File: src/rtl/drb_pkg.sv
// ----------------------------------------------------------------------------
// drb_pkg
// shared types and constants of the disc reveal bitmap
// ----------------------------------------------------------------------------
package drb_pkg;

  // widths of the beat fields
  localparam int KIND_W  = 2;
  localparam int XY_W    = 8;
  localparam int RADIN_W = 4;

  // signed working width of a row or column: 8-bit centre plus or minus a 4-bit radius
  localparam int COORD_W = 10;

  // item kinds
  localparam logic [KIND_W-1:0] KIND_REVEAL = 2'd0;
  localparam logic [KIND_W-1:0] KIND_QUERY  = 2'd1;
  localparam logic [KIND_W-1:0] KIND_CLEAR  = 2'd2;

  // control from the sequencer to the row memory
  typedef struct packed {
    logic rd_en;
    logic wr_en;
    logic clr_all;
  } drb_mem_ctl_t;

endpackage

File: src/rtl/drb_span_mask.sv
// ----------------------------------------------------------------------------
// drb_span_mask
// one row of the disc: columns cy-w .. cy+w, clipped to the grid
// ----------------------------------------------------------------------------
module drb_span_mask
  import drb_pkg::*;
#(
  parameter int GRID_DIM = 128,
  parameter int RAD_W    = 4
) (
  input  logic [XY_W-1:0]     cy,
  input  logic [RAD_W-1:0]    half_w,
  output logic [GRID_DIM-1:0] mask
);

  logic signed [COORD_W-1:0] lo;
  logic signed [COORD_W-1:0] hi;

  assign lo = $signed(COORD_W'(cy)) - $signed(COORD_W'(half_w));
  assign hi = $signed(COORD_W'(cy)) + $signed(COORD_W'(half_w));

  always_comb begin
    for (int j = 0; j < GRID_DIM; j++) begin
      mask[j] = ($signed(COORD_W'(j)) >= lo) && ($signed(COORD_W'(j)) <= hi);
    end
  end

endmodule
File: config.mk
export PLATFORM = sky130hd
export DESIGN_NAME = drb_span_mask
export DESIGN_NICKNAME = d
export VERILOG_FILES = /design/src/rtl/drb_pkg.sv /design/src/rtl/drb_span_mask.sv
export SDC_FILE = /design/constraint.sdc
export NUM_CORES = 1
export LEC_CHECK = 0
export BUFFER_PORTS_ARGS = -buffer_cell sky130_fd_sc_hd__clkbuf_2
export CAP_MARGIN = 25
export CELL_PAD_IN_SITES_DETAIL_PLACEMENT = 0
export CELL_PAD_IN_SITES_GLOBAL_PLACEMENT = 1
export CORE_MARGIN = 4
export CORE_UTILIZATION = 37
export DETAILED_ROUTE_END_ITERATION = 8
export PLACE_DENSITY_LB_ADDON = 0.12
export SYNTH_ARGS = -nofsm -noshare
export SYNTH_HDL_FRONTEND = slang
export SYNTH_SLANG_ARGS = --single-unit
File: constraint.sdc
create_clock -name vclk -period 10.95
set_clock_uncertainty 0.05 [all_clocks]
set_input_delay 2.19 -clock vclk [all_inputs]
set_output_delay 2.19 -clock vclk [all_outputs]
set_load 0.01 [all_outputs]
Word level (Yosys, flattened, before mapping):

Cells that the tools add are included.

* $add $sub $neg: 2
* multiply operators: 0
* divide/modulo/power cells: 0
* order comparisons: 256
* equality and inequality tests: 0
* shift operators: 0
* muxes and demuxes: 0
* bitwise logic cells: 0
* reductions and logical operators: 128

Operator list (count)
* greater-or-equal comparator 8 x 9 -> 1 bit, first input constant: 64
* less-or-equal comparator 7 x 9 -> 1 bit, first input constant: 64
* greater-or-equal comparator 7 x 9 -> 1 bit, first input constant: 32
* less-or-equal comparator 6 x 9 -> 1 bit, first input constant: 32
* greater-or-equal comparator 6 x 9 -> 1 bit, first input constant: 16
* less-or-equal comparator 5 x 9 -> 1 bit, first input constant: 16
* logical AND 1 bit: 128
* greater-or-equal comparator 5 x 9 -> 1 bit, first input constant: 8
* less-or-equal comparator 4 x 9 -> 1 bit, first input constant: 8
* greater-or-equal comparator 4 x 9 -> 1 bit, first input constant: 4
* less-or-equal comparator 3 x 9 -> 1 bit, first input constant: 4
* greater-or-equal comparator 3 x 9 -> 1 bit, first input constant: 2
* less-or-equal comparator 1 x 9 -> 1 bit, first input constant: 2
* less-or-equal comparator 2 x 9 -> 1 bit, first input constant: 2
* adder 8 x 4 -> 9 bit: 1
* greater-or-equal comparator 1 x 9 -> 1 bit, first input constant: 1
* greater-or-equal comparator 2 x 9 -> 1 bit, first input constant: 1
* subtractor 8 x 4 -> 9 bit: 1

* register bits after elaboration: 0
* bits in latches: 0
* bits in writable memories: 0
* memory bits (read-only): 0
* input port bits: 12
* output and inout port bits: 128
* logic and storage cells: 386
* memories: 0

Depth between registers and ports, before layout:

* word-level depth: 3
* mapped depth: 13

Least setup slack after synthesis:

Ideal clock, no wire load.

* kind: in2out
* start: in cy[0]
* end: out mask[82]
* arrival time: 4673 ps
* required time: 8710 ps
* setup slack: 4037 ps
* cell stages on the path: 11
* path buffers: 2
* path through: inv_1 > ha_1 > inv_1 > fa_1 > a21o_1 > a21oi_1 > xnor2_1 > clkbuf_1 > buf_1 > nand3_1 > a221oi_1

* longest elaborated chain between the ends: 3

Ends and longest elaborated chain
* start: declaration: RTL line drb_span_mask.sv:11 `input logic [XY_W-1:0] cy,`
* subtractor 8 x 4 -> 9 bit / adder 8 x 4 -> 9 bit (equally long branches): RTL line drb_span_mask.sv:19, drb_span_mask.sv:20
* greater-or-equal comparator 8 x 9 -> 1 bit / less-or-equal comparator 7 x 9 -> 1 bit (equally long branches): RTL line drb_span_mask.sv:24 `mask[j] = ($signed(COORD_W'(j)) >= lo) && ($signed(COORD_W'(j)) <= hi);`
* logical AND 1 bit *: RTL line drb_span_mask.sv:24
* end: declaration: RTL line drb_span_mask.sv:13 `output logic [GRID_DIM-1:0] mask`

Mark *: on every way between the ends. The rest lies on a longest branch, timed or not.

Worst setup path after layout:

* start: in half_w[3]
* end: out mask[99]

* longest elaborated chain between the ends: 3

Ends and longest elaborated chain
* start: declaration: RTL line drb_span_mask.sv:12 `input logic [RAD_W-1:0] half_w,`
* subtractor 8 x 4 -> 9 bit / adder 8 x 4 -> 9 bit (equally long branches): RTL line drb_span_mask.sv:19, drb_span_mask.sv:20
* greater-or-equal comparator 8 x 9 -> 1 bit / less-or-equal comparator 7 x 9 -> 1 bit (equally long branches): RTL line drb_span_mask.sv:24
* logical AND 1 bit *: RTL line drb_span_mask.sv:24

Marked as above.

==> flow_summary.html <==
<table>
<tr><th>Metric</th><th>Value</th></tr>
<tr><th colspan="2">Layout</th></tr>
<tr><td>Total of clock buffers placed in the layout</td><td>0</td></tr>
<tr><td>Fill cells</td><td>1106</td></tr>
<tr><td>Ratio of cells with drive above 1 in the final layout</td><td>0.2516</td></tr>
<tr><td>Utilization after layout</td><td>0.4710</td></tr>
<tr><td>Layout Nets</td><td>789</td></tr>
<tr><td>Multi-input gate area in the final layout</td><td>around 3500 sq um</td></tr>
<tr><td>Most frequent cells in the layout</td><td>142 x clkbuf_2, 123 x a21oi_1, 55 x o21ai_0</td></tr>
<tr><td>Post-synthesis to final-layout area growth</td><td>22.38%</td></tr>
<tr><td>Most common cell after layout, fill and taps aside</td><td>clkbuf_2</td></tr>
<tr><td>Diodes inserted</td><td>0</td></tr>
<tr><td>Area used by sequential logic in the layout</td><td>0 sq um</td></tr>
<tr><td>Num sequential</td><td>0</td></tr>
<tr><th colspan="2">Global routing</th></tr>
<tr><td>Overflow left after global routing</td><td>0</td></tr>
<tr><td>Vias in the first global route</td><td>about 6000</td></tr>
<tr><td>Largest net degree at the start of global routing</td><td>48</td></tr>
<tr><td>Number of antenna violations at the first check in global routing</td><td>0</td></tr>
<tr><td>Global-route wire length before repair</td><td>36810 um</td></tr>
<tr><td>All-layer global routing usage</td><td>0.3989</td></tr>
<tr><th colspan="2">Timing</th></tr>
<tr><td>Unrepaired setup endpoints after global routing</td><td>false</td></tr>
<tr><td>Fin crit share</td><td>0.7330</td></tr>
<tr><td>Final setup fails</td><td>0</td></tr>
<tr><td>Number of slew-limit violations in the final report</td><td>0</td></tr>
<tr><td>Tightest hold margin</td><td>4926 ps</td></tr>
<tr><td>Measured slew at the worst slew-check pin</td><td>between 1000 and 1500 ps</td></tr>
<tr><td>Setup TNS</td><td>0 ps</td></tr>
<tr><td>Time the worst path needs with I/O delays and setup</td><td>between 8000 and 9000 ps</td></tr>
<tr><td>Max Fclk</td><td>about 120 MHz</td></tr>
<tr><td>Worst slew margin</td><td>0.2255</td></tr>
<tr><td>Total count of hold-check failures in the final report</td><td>0</td></tr>
<tr><th colspan="2">Drt</th></tr>
<tr><td>Per-cell routed wire length</td><td>between 20 and 30 um</td></tr>
<tr><td>DRC violations left</td><td>0</td></tr>
<tr><td>1st-pass router iterations</td><td>6</td></tr>
<tr><td>Detail Route Antenna Nets</td><td>0</td></tr>
<tr><td>Violation count after the first detailed-route iteration</td><td>1073</td></tr>
<tr><td>Drt total wl</td><td>25040 um</td></tr>
<tr><td>Routed vias</td><td>6583</td></tr>
<tr><td>Via/cell ratio</td><td>~7.3</td></tr>
<tr><th colspan="2">Floorplan</th></tr>
<tr><td>Number of I/O pins</td><td>140</td></tr>
<tr><td>Effective utilization at floorplan</td><td>0.3848</td></tr>
<tr><td>Die Ht</td><td>109.5 um</td></tr>
<tr><td>Total core area</td><td>slightly below 10000 sq um</td></tr>
<tr><td>Area of the die</td><td>about 12000 sq um</td></tr>
<tr><td>Rows</td><td>36</td></tr>
<tr><td>Die boundary width</td><td>109.5 um</td></tr>
<tr><th colspan="2">Power and ir drop</th></tr>
<tr><td>P_int</td><td>between 100 and 150 uW</td></tr>
<tr><td>NetSw</td><td>356.3 uW</td></tr>
<tr><td>Post-route total power</td><td>497.0 uW</td></tr>
<tr><td>Total leakage power</td><td>roughly 1.9 nW</td></tr>
<tr><td>Share of power burned in registers</td><td>0</td></tr>
<tr><td>Areal power density over the cells</td><td>106.5 nW/um^2</td></tr>
<tr><td>Comb power frac</td><td>1.000</td></tr>
<tr><td>Switching Share</td><td>0.7169</td></tr>
<tr><td>Worst IR Drop VDD</td><td>0.00004427 V</td></tr>
<tr><td>Clock network power share</td><td>0</td></tr>
<tr><th colspan="2">Placed design</th></tr>
<tr><td>Post-DP HPWL</td><td>17430 um</td></tr>
<tr><td>Final weighted congestion in routability-driven placement</td><td>1.055</td></tr>
<tr><td>Port Buf Inserts</td><td>140</td></tr>
<tr><th colspan="2">Synth</th></tr>
<tr><td>Main area contributors after synthesis</td><td>a21oi_1 16%, o21ai_0 7.2%, clkbuf_1 5.7%</td></tr>
<tr><td>Synthesized cell area</td><td>3814 sq um</td></tr>
<tr><td>Cell taking the most area after synthesis</td><td>a21oi_1</td></tr>
<tr><td>Cell count after synthesis</td><td>665</td></tr>
<tr><td>Distinct cell type count after synthesis</td><td>between 60 and 70</td></tr>
<tr><td>Post-Syn Area per Cell</td><td>5.735 sq um</td></tr>
<tr><td>Synth warn</td><td>0</td></tr>
<tr><td>Post-Syn Nets</td><td>689</td></tr>
<tr><td>Area fraction of the dominant cell type after synthesis</td><td>0.1614</td></tr>
<tr><td>Sequential element share of the synthesized area</td><td>0</td></tr>
<tr><th colspan="2">Clocking</th></tr>
<tr><td>Number of hold buffers added after cts</td><td>0</td></tr>
<tr><td>Count of buffers added by post-CTS timing repair for setup</td><td>0</td></tr>
<tr><td>Number of gates resized after CTS</td><td>0</td></tr>
<tr><th colspan="2">Critical path</th></tr>
<tr><td>Kind of end point of the critical path</td><td>output port</td></tr>
<tr><td>Kind of critical path</td><td>input pin to output port</td></tr>
<tr><td>Worst endpoint required time</td><td>8710 ps</td></tr>
<tr><td>Crit-path max FO</td><td>21</td></tr>
<tr><td>Startpoint types</td><td>input pin</td></tr>
<tr><td>Data arrival time of the critical path</td><td>5790 ps</td></tr>
<tr><th colspan="2">Status</th></tr>
<tr><td>Run status</td><td>finished, final reports clean</td></tr>
<tr><th colspan="2">Job</th></tr>
<tr><td>Max-capacitance violation count</td><td>0</td></tr>
<tr><th colspan="2">Worst hold path</th></tr>
<tr><td>Path class of the lowest-slack min-delay path</td><td>input pin to output port</td></tr>
</table>
[per-layer routing]
metal | GRT usage | part of all wire | wire length (um) | vias up
met5 | 0 | 0.00096 | 24 | -
met4 | 0.1986 | 0.062 | 1557 | 2
met3 | 0.09924 | 0.16 | 4067 | 139
met2 | 0.5863 | 0.41 | 10380 | 697
met1 | 0.5381 | 0.36 | 9009 | 2984
li1 | - | - | - | 2761
[logic make-up after synthesis]
kind of cell | after synthesis | share of synthesized area
AND/OR/NAND/NOR | 242 | 0.3169
AO/OA/AOI/OAI | 305 | 0.5013
XOR/XNOR | 20 | 0.04593
multiplexers | 2 | 0.005577
buffers and inverters | 84 | 0.08694
adder cells (fa/ha/maj) | 12 | 0.04331
[cell type report]
| class | instances | share of cell area |
|---|---|---|
| multi-input cells | 581 | 0.7563 |
| repair buffers | 170 | 0.1984 |
| well taps | 133 | 0.03566 |
| inverters | 12 | 0.009651 |
[through the flow]
step / setup slack [ps] / area, sq um / cells
finish: 2924 / 4667 / 896
global route: 2772 / 4667 / 896
CTS: 3075 / 4634 / 892
detailed placement: 3090 / 4634 / 892
global placement: 3157 / 4629 / 891
floorplan: 4037 / 3814 / 665
[worst paths after layout]
path | to | startpoint | slack, ps | cells after the start
max | mask[99] | half_w[3] | 2920 | 12
min | mask[86] | cy[7] | 4930 | 3
[worst max-delay path: stages]
cell and delay (ps):
clkbuf_2 90, inv_1 40, ha_1 790, nor2b_1 150
or2_2 350, o2111ai_1 360, xnor2_1 110, buf_4 210
nor2b_1 800, buf_4 360, a221oi_1 120, clkbuf_2 200
[power groups by stage]
| stage | clock network, mW | logic [mW] | registers [mW] |
|---|---|---|---|
| 2_1_floorplan | 0 | 0.280 | 0 |
| 3_3_place_gp | 0 | 0.467 | 0 |
| 3_5_place_dp | 0 | 0.465 | 0 |
| 4_1_cts | 0 | 0.466 | 0 |
| 5_1_grt | 0 | 0.516 | 0 |
| 6_report | 0 | 0.497 | 0 |
[cell usage after synthesis, types with 3 or more instances]
master     count
nor4_1        14
inv_1         10
a21oi_1      123
ha_1          10
a31oi_1       15
o21ai_0       55
a221oi_1      20
nor2b_1        7
clkbuf_1      58
o2111ai_1      6
a211oi_1      22
a22oi_1       13
o31ai_1        6
and2_1         5
nand3_1       34
o22ai_1        5
nand2b_1      11
buf_1          3
o21a_1         4
a311oi_1       5
buf_2         10
xnor2_1       16
nor2_1        52
nand4_1       12
o211ai_1       7
a41oi_1        3
or2_2          6
xor2_1         4
or3_1          3
nand2_1       45
nor3_1        39
and3_1         5
(Power assumes the default switching activity.)
